[src/rtl/dag_pkg.sv]
// dag_pkg: shared types and constants for the distance attenuation gain core.
// No dependencies; imported by every module of the core.
`timescale 1ns / 1ps
package dag_pkg;
   localparam int DIST_W     = 24;             // input distance, signed Q16.8
   localparam int CFG_DIST_W = 23;             // near / far registers
   localparam int GAIN_FRAC  = 15;             // Q1.15 fraction bits
   localparam int GAIN_W     = 16;
   localparam int Q_W        = GAIN_FRAC;      // quotient bits, one per cell
   localparam int REM_W      = 24;             // remainder / divisor width
   localparam int NUM_CELLS  = Q_W;
   localparam logic [GAIN_W-1:0] GAIN_ONE = GAIN_W'(1) << GAIN_FRAC;
   localparam int PROD_W     = 34;             // signed 17 x 17 product

   typedef enum logic [1:0] {
      MODEL_LINEAR  = 2'd0,
      MODEL_LOG     = 2'd1,
      MODEL_INV_SQ  = 2'd2,
      MODEL_CUSTOM  = 2'd3
   } model_type;

   typedef enum logic [1:0] {
      CSR_NEAR  = 2'd0,
      CSR_FAR   = 2'd1,
      CSR_FLOOR = 2'd2,
      CSR_MODEL = 2'd3
   } csr_index_type;

   typedef enum logic [1:0] {
      SEL_FULL  = 2'd0,
      SEL_FLOOR = 2'd1,
      SEL_BLEND = 2'd2
   } sel_type;

   // Data handed from cell to cell: two restoring divisions side by side.
   typedef struct packed {
      logic             valid;
      sel_type          sel;
      logic [REM_W-1:0] t_rem;
      logic [REM_W-1:0] t_div;
      logic [Q_W-1:0]   t_q;
      logic [REM_W-1:0] r_rem;
      logic [REM_W-1:0] r_div;
      logic [Q_W-1:0]   r_q;
   } cell_type;

   typedef struct packed {
      logic [CFG_DIST_W-1:0] near_dist;
      logic [CFG_DIST_W-1:0] far_dist;
      logic [GAIN_W-1:0]     vol_floor;
      model_type             model;
   } cfg_type;
endpackage

[src/rtl/distance_attenuation_gain_core.sv]
// distance_attenuation_gain_core: top level, distance in, Q1.15 gain out.
// Depends on dag_pkg, dag_front, dag_cell, dag_back.
`timescale 1ns / 1ps
// One distance transfer in, one gain transfer out, in order, one item per
// clock sustained while rsp_ready stays high. The pipe is 19 registers deep.
// The stages are one front stage, a row of 15 division cells (each cell
// resolves one quotient bit of both t = (d-near)/(far-near) and r = near/d),
// and three back stages (square, blend multiply, round/clamp into the output
// register). The whole row moves together; it holds only while a finished
// gain waits at rsp, so req_ready = !rsp_valid || rsp_ready. Registers are
// written through the csr port and must only be changed while the core is
// idle.
module distance_attenuation_gain_core (
   input  logic                                clock,
   input  logic                                reset,
   input  logic                                req_valid,
   output logic                                req_ready,
   input  logic signed [dag_pkg::DIST_W-1:0]   req_distance,
   output logic                                rsp_valid,
   input  logic                                rsp_ready,
   output logic [dag_pkg::GAIN_W-1:0]          rsp_gain,
   input  logic                                csr_we,
   input  logic [1:0]                          csr_index,
   input  logic [dag_pkg::CFG_DIST_W-1:0]      csr_wdata
);
   import dag_pkg::*;

   cfg_type  cfg_ff;
   logic     adv;
   cell_type chain [NUM_CELLS+1];

   // configuration registers
   always_ff @(posedge clock) begin
      if (reset) begin
         cfg_ff.near_dist <= CFG_DIST_W'(256);
         cfg_ff.far_dist  <= CFG_DIST_W'(25600);
         cfg_ff.vol_floor <= '0;
         cfg_ff.model     <= MODEL_LINEAR;
      end else if (csr_we) begin
         case (csr_index_type'(csr_index))
            CSR_NEAR:  cfg_ff.near_dist <= csr_wdata;
            CSR_FAR:   cfg_ff.far_dist  <= csr_wdata;
            CSR_FLOOR: cfg_ff.vol_floor <= csr_wdata[GAIN_W-1:0];
            CSR_MODEL: cfg_ff.model     <= model_type'(csr_wdata[1:0]);
            default: ;
         endcase
      end
   end

   // the whole pipeline advances unless a result is stuck at the output
   assign adv       = !rsp_valid || rsp_ready;
   assign req_ready = adv;

   dag_front u_front (
      .clock    (clock),
      .reset    (reset),
      .adv      (adv),
      .in_valid (req_valid),
      .distance (req_distance),
      .cfg      (cfg_ff),
      .cell_out (chain[0])
   );

   // row of division cells, one quotient bit each
   for (genvar i = 0; i < NUM_CELLS; i++) begin : g_cell
      dag_cell u_cell (
         .clock     (clock),
         .reset     (reset),
         .adv       (adv),
         .cell_in_d (chain[i]),
         .cell_out  (chain[i+1])
      );
   end

   dag_back u_back (
      .clock     (clock),
      .reset     (reset),
      .adv       (adv),
      .cell_in_d (chain[NUM_CELLS]),
      .cfg       (cfg_ff),
      .out_valid (rsp_valid),
      .gain      (rsp_gain)
   );
endmodule

[src/rtl/dag_front.sv]
// dag_front: clamps the distance, classifies it and seeds both divisions.
// Depends on dag_pkg.
`timescale 1ns / 1ps
module dag_front (
   input  logic                         clock,
   input  logic                         reset,
   input  logic                         adv,
   input  logic                         in_valid,
   input  logic signed [dag_pkg::DIST_W-1:0] distance,
   input  dag_pkg::cfg_type             cfg,
   output dag_pkg::cell_type            cell_out
);
   import dag_pkg::*;

   cell_type          cell_ff, cell_in;
   logic [REM_W-1:0]  d, nearv, farv;

   always_comb begin
      d     = distance[DIST_W-1] ? '0 : REM_W'(distance[DIST_W-2:0]);
      nearv = REM_W'(cfg.near_dist);
      farv  = (cfg.far_dist > cfg.near_dist) ? REM_W'(cfg.far_dist) : nearv + 1'b1;
      cell_in.valid = in_valid;
      if (d <= nearv) begin
         cell_in.sel = SEL_FULL;
      end else if (d >= farv) begin
         cell_in.sel = SEL_FLOOR;
      end else begin
         cell_in.sel = SEL_BLEND;
      end
      cell_in.t_rem = d - nearv;
      cell_in.t_div = farv - nearv;
      cell_in.t_q   = '0;
      cell_in.r_rem = nearv;
      cell_in.r_div = d;
      cell_in.r_q   = '0;
   end

   always_ff @(posedge clock) begin
      if (reset) begin
         cell_ff.valid <= 1'b0;
      end else if (adv) begin
         cell_ff <= cell_in;
      end
   end

   assign cell_out = cell_ff;
endmodule

[src/rtl/dag_cell.sv]
// dag_cell: one quotient bit of both restoring divisions per cell.
// Depends on dag_pkg.
`timescale 1ns / 1ps
module dag_cell (
   input  logic              clock,
   input  logic              reset,
   input  logic              adv,
   input  dag_pkg::cell_type cell_in_d,
   output dag_pkg::cell_type cell_out
);
   import dag_pkg::*;

   cell_type         cell_ff, cell_in;
   logic [REM_W-1:0] t_sh, r_sh;

   always_comb begin
      cell_in = cell_in_d;
      t_sh = {cell_in_d.t_rem[REM_W-2:0], 1'b0};
      r_sh = {cell_in_d.r_rem[REM_W-2:0], 1'b0};
      if (t_sh >= cell_in_d.t_div) begin
         cell_in.t_rem = t_sh - cell_in_d.t_div;
         cell_in.t_q   = {cell_in_d.t_q[Q_W-2:0], 1'b1};
      end else begin
         cell_in.t_rem = t_sh;
         cell_in.t_q   = {cell_in_d.t_q[Q_W-2:0], 1'b0};
      end
      if (r_sh >= cell_in_d.r_div) begin
         cell_in.r_rem = r_sh - cell_in_d.r_div;
         cell_in.r_q   = {cell_in_d.r_q[Q_W-2:0], 1'b1};
      end else begin
         cell_in.r_rem = r_sh;
         cell_in.r_q   = {cell_in_d.r_q[Q_W-2:0], 1'b0};
      end
   end

   always_ff @(posedge clock) begin
      if (reset) begin
         cell_ff.valid <= 1'b0;
      end else if (adv) begin
         cell_ff <= cell_in;
      end
   end

   assign cell_out = cell_ff;
endmodule

[src/rtl/dag_back.sv]
// dag_back: shape select, blend toward the floor, clamp and output register.
// Depends on dag_pkg.
`timescale 1ns / 1ps
module dag_back (
   input  logic                       clock,
   input  logic                       reset,
   input  logic                       adv,
   input  dag_pkg::cell_type          cell_in_d,
   input  dag_pkg::cfg_type           cfg,
   output logic                       out_valid,
   output logic [dag_pkg::GAIN_W-1:0] gain
);
   import dag_pkg::*;

   // stage 1: 1 - t and r squared
   logic                   s1_valid_ff;
   sel_type                s1_sel_ff;
   logic [GAIN_W-1:0]      s1_omt_ff, s1_omt_in;
   logic [Q_W-1:0]         s1_r_ff;
   logic [2*Q_W-1:0]       s1_rsq_ff, s1_rsq_in;
   // stage 2: (shape - floor) * (1 - t)
   logic                   s2_valid_ff;
   sel_type                s2_sel_ff;
   logic signed [PROD_W-1:0] s2_prod_ff, s2_prod_in;
   logic [GAIN_W-1:0]      flo, shape;
   logic signed [GAIN_W:0] diff, omt_s;
   // stage 3: output
   logic                   out_valid_ff;
   logic [GAIN_W-1:0]      gain_ff, gain_in;
   logic signed [PROD_W-1:0] q;
   logic signed [PROD_W-1:0] blend;

   always_comb begin
      flo       = (cfg.vol_floor > GAIN_ONE) ? GAIN_ONE : cfg.vol_floor;
      s1_omt_in = GAIN_ONE - GAIN_W'(cell_in_d.t_q);
      s1_rsq_in = cell_in_d.r_q * cell_in_d.r_q;

      case (cfg.model)
         MODEL_LINEAR: shape = s1_omt_ff;
         MODEL_INV_SQ: shape = GAIN_W'(s1_rsq_ff >> GAIN_FRAC);
         default:      shape = GAIN_W'(s1_r_ff);
      endcase
      diff       = $signed({1'b0, shape}) - $signed({1'b0, flo});
      omt_s      = $signed({1'b0, s1_omt_ff});
      s2_prod_in = PROD_W'(diff) * PROD_W'(omt_s);

      // divide by unity, truncating toward zero
      q = $signed(s2_prod_ff + (s2_prod_ff[PROD_W-1] ? PROD_W'(GAIN_ONE - 1'b1) : '0))
          >>> GAIN_FRAC;
      blend = $signed(PROD_W'(flo)) + q;
      case (s2_sel_ff)
         SEL_FULL:  gain_in = GAIN_ONE;
         SEL_FLOOR: gain_in = flo;
         default: begin
            if (blend < $signed(PROD_W'(flo))) begin
               gain_in = flo;
            end else if (blend > $signed(PROD_W'(GAIN_ONE))) begin
               gain_in = GAIN_ONE;
            end else begin
               gain_in = blend[GAIN_W-1:0];
            end
         end
      endcase
   end

   always_ff @(posedge clock) begin
      if (reset) begin
         s1_valid_ff  <= 1'b0;
         s2_valid_ff  <= 1'b0;
         out_valid_ff <= 1'b0;
      end else if (adv) begin
         s1_valid_ff  <= cell_in_d.valid;
         s2_valid_ff  <= s1_valid_ff;
         out_valid_ff <= s2_valid_ff;
      end
   end

   always_ff @(posedge clock) begin
      if (adv) begin
         s1_sel_ff  <= cell_in_d.sel;
         s1_omt_ff  <= s1_omt_in;
         s1_r_ff    <= cell_in_d.r_q;
         s1_rsq_ff  <= s1_rsq_in;
         s2_sel_ff  <= s1_sel_ff;
         s2_prod_ff <= s2_prod_in;
         gain_ff    <= gain_in;
      end
   end

   assign out_valid = out_valid_ff;
   assign gain      = gain_ff;
endmodule
[config.mk]
export PLATFORM = sky130hd
export DESIGN_NAME = distance_attenuation_gain_core
export DESIGN_NICKNAME = d
export VERILOG_FILES = /design/src/rtl/dag_pkg.sv /design/src/rtl/distance_attenuation_gain_core.sv /design/src/rtl/dag_front.sv /design/src/rtl/dag_cell.sv /design/src/rtl/dag_back.sv
export SDC_FILE = /design/constraint.sdc
export NUM_CORES = 2
export LEC_CHECK = 0
export CORE_UTILIZATION = 60
export CTS_CLUSTER_DIAMETER = 40
export DETAILED_ROUTE_END_ITERATION = 6
export DONT_BUFFER_PORTS = 1
export GPL_ROUTABILITY_DRIVEN = 0
export HOLD_SLACK_MARGIN = 0.05
export PLACE_DENSITY = 0.77
export SLEW_MARGIN = 20
export SYNTH_ARGS = -nofsm -noshare
export SYNTH_HDL_FRONTEND = slang
export SYNTH_HIERARCHICAL = 1
export SYNTH_SLANG_ARGS = --single-unit
export TNS_END_PERCENT = 10
[constraint.sdc]
create_clock -name clock -period 10.8 [get_ports clock]
set_input_delay 1.62 -clock clock [delete_from_list [all_inputs] [get_ports clock]]
set_output_delay 1.62 -clock clock [all_outputs]
set_load 0.02 [all_outputs]
==> out/results.ini <==
[status]
status = finished with violations
violations = design-rule violations

[layout]
multiInputGateArea_um2 = 65500
diodes = 0
n_fill_cell = 15300
syn2layout_area_growth_pct = 9.44
final_nets = 13300
drive_gt1_frac = 0.0888
postLayoutCoreUtil = 0.660
regArea_um2 = 55100
fin_area_um2 = 140000

[setup_path]
crit_type = flop to flop
cpPeakStageDelay_ns = 0.79
arrival_ns = 10.69
startpoint = cfg_ff[2]$_SDFFE_PP0P_
cp_common_cell = fa_1
reg2reg_to = u_back/s2_prod_ff[29]$_DFFE_PP_
crit_fanout = 17
critPathCapture = u_back/s2_prod_ff[29]$_DFFE_PP_
cpMaxStageDelayCell = fa_2
ff2ff_path_depth = 30
worstReg2RegStart = cfg_ff[2]$_SDFFE_PP0P_
reg2reg_slack_ns = 0.78
worstPathRequired_ns = 11.47
start_kind = flop
cp-end-kind = flop

[detailed_routing]
dr.pass1.iters = 7
num_vias = 91100
wl_per_cell_um = 20.3
drc_errors = 1
ant_nets = 0
drt_iter0_markers = 9405
vias_per_cell = 6.15
drt_wl_total_um = 301000

[global_route]
grt_max_degree = 127
grt_use_total = 0.276
grt_pass1_vias = 91200
grt_antenna_before_repair = 8
grt_pass1_wl_um = 480000
overflow = 0

[placement]
placed_cell_area_um2 = 130000
dpl.hpwl_um = 225000
portBuffers = 0

[floorplan]
dieArea_um2 = 215000
ios = 72
core_area_um2 = 212000
die_h_um = 464
chipWidth_um = 464
num_rows = 169
start_util = 0.603

[sta]
slew_headroom = 0.171
fmax_mhz = 99.8
finClkSkew_ns = 0.0567
hold_violations = 0
grt_setup_unrepaired = false
finalSetupTns_ns = 0
fin_crit_ns = 10.02
hold_ws_ns = 0.389
setup_viol = 0
timing.final.crit_share = 0.928
slew_violations = 0
worst_pin_slew_ns = 1.24

[clock_tree]
clkSinkCount = 1864
cts_max_path_buffers = 4
cts-htree-levels = 5
clk_pin_slew_ns = 0.06
cts_tree = built
cts_buffers = 290
worstSkewPairLatency_ns = 0.94
clockRootBuffer = clkbuf_16

[synthesis]
syn_nets = 13300
syn_area_um2 = 128000
yosys_warnings = 6
synth_cells = 11800
syn_avg_cell_area_um2 = 10.8

[run]
cap_violations = 0

[worst_hold_path]
hold_path_startpoint = g_cell[8].u_cell/cell_out[8]$_DFFE_PP_
min_path_type = flop to flop

[per-stage QoR]
stage,setup WS (ns),cells
finish,0.781,14800
global route,0.201,14800
CTS,0.734,14800
detailed placement,0.851,14300
global placement,0.944,14300
floorplan,-0.296,11800
[worst max-delay path: cells and delay by family (launching register included)]
kind	cells	cell delay (ns)
AO/OA/AOI/OAI	11	3.12
AND/OR/NAND/NOR	7	1.72
buffers and inverters	3	0.42
adder cells (fa/ha/maj)	8	4.04
flip-flops	1	0.32
XOR/XNOR	1	0.11
[layout by cell type, fill, tap and decap left out, types with 83 or more instances in the layout]
cell type,instances
mux2_4,201
nand2_1,1061
xor2_1,267
clkbuf_16,294
o21ai_0,566
nand2b_1,166
buf_4,85
nor2b_1,104
ha_1,1050
inv_1,1411
nand3_1,156
a21o_1,201
nor2_1,516
mux2_2,84
a21oi_1,636
nor3_1,110
xnor2_1,411
and2_1,210
mux2i_1,117
nand4_1,179
fa_1,449
edfxtp_1,1781
o21a_1,177
dfxtp_1,83
o31ai_1,130
a211oi_1,126
o21ai_1,158
[timing repair]
item	in CTS	in global routing
endpoints found under the hold margin	0	0
setup buffers	0	0
endpoints found under the setup margin	0	1
hold buffers	0	0
resized for setup	0	1
[final cells by class]
cell class | instances | share of cell area
inverter | 1418 | 0.0380
multi-input combinational | 8116 | 0.468
sequential | 1864 | 0.394
timing repair buffer | 89 | 0.00517
tap | 2821 | 0.0252
clock inverter | 190 | 0.0158
clock buffer | 316 | 0.0533
[worst min-delay path by stage]
stage,end,slack (ns),cells after the start
after floorplan,g_cell[0].u_cell/cell_out[126]$_DFFE_PP_,0.40,0
after global placement,g_cell[6].u_cell/cell_out[3]$_DFFE_PP_,0.40,0
after detailed placement,g_cell[10].u_cell/cell_out[127]$_DFFE_PP_,0.40,0
after CTS,g_cell[9].u_cell/cell_out[9]$_DFFE_PP_,0.39,0
after global routing,g_cell[9].u_cell/cell_out[9]$_DFFE_PP_,0.40,0
final,g_cell[9].u_cell/cell_out[9]$_DFFE_PP_,0.39,0
[sequential cells by signal, indices dropped and copies added (netlist names), 15 cells and up]
signal	count
u_front/cell_out	96
u_back/gain	16
g_cell.u_cell/cell_out	1601
u_back/s2_prod_ff	34
u_back/s1_omt_ff	16
u_back/s1_rsq_ff	15
u_back/s1_r_ff	15
cfg_ff	64
[metal layers]
metal	share of wire	GRT usage	vias up
met3	0.076	0.0477	980
met4	0.050	0.133	8
met2	0.48	0.468	4134
met1	0.39	0.342	43800
li1	-	-	42100
met5	0.00017	0	-
Power is left out: the tool's default activity adds up to more than one toggle a clock period on the data nets, which glitch-free logic cannot reach.
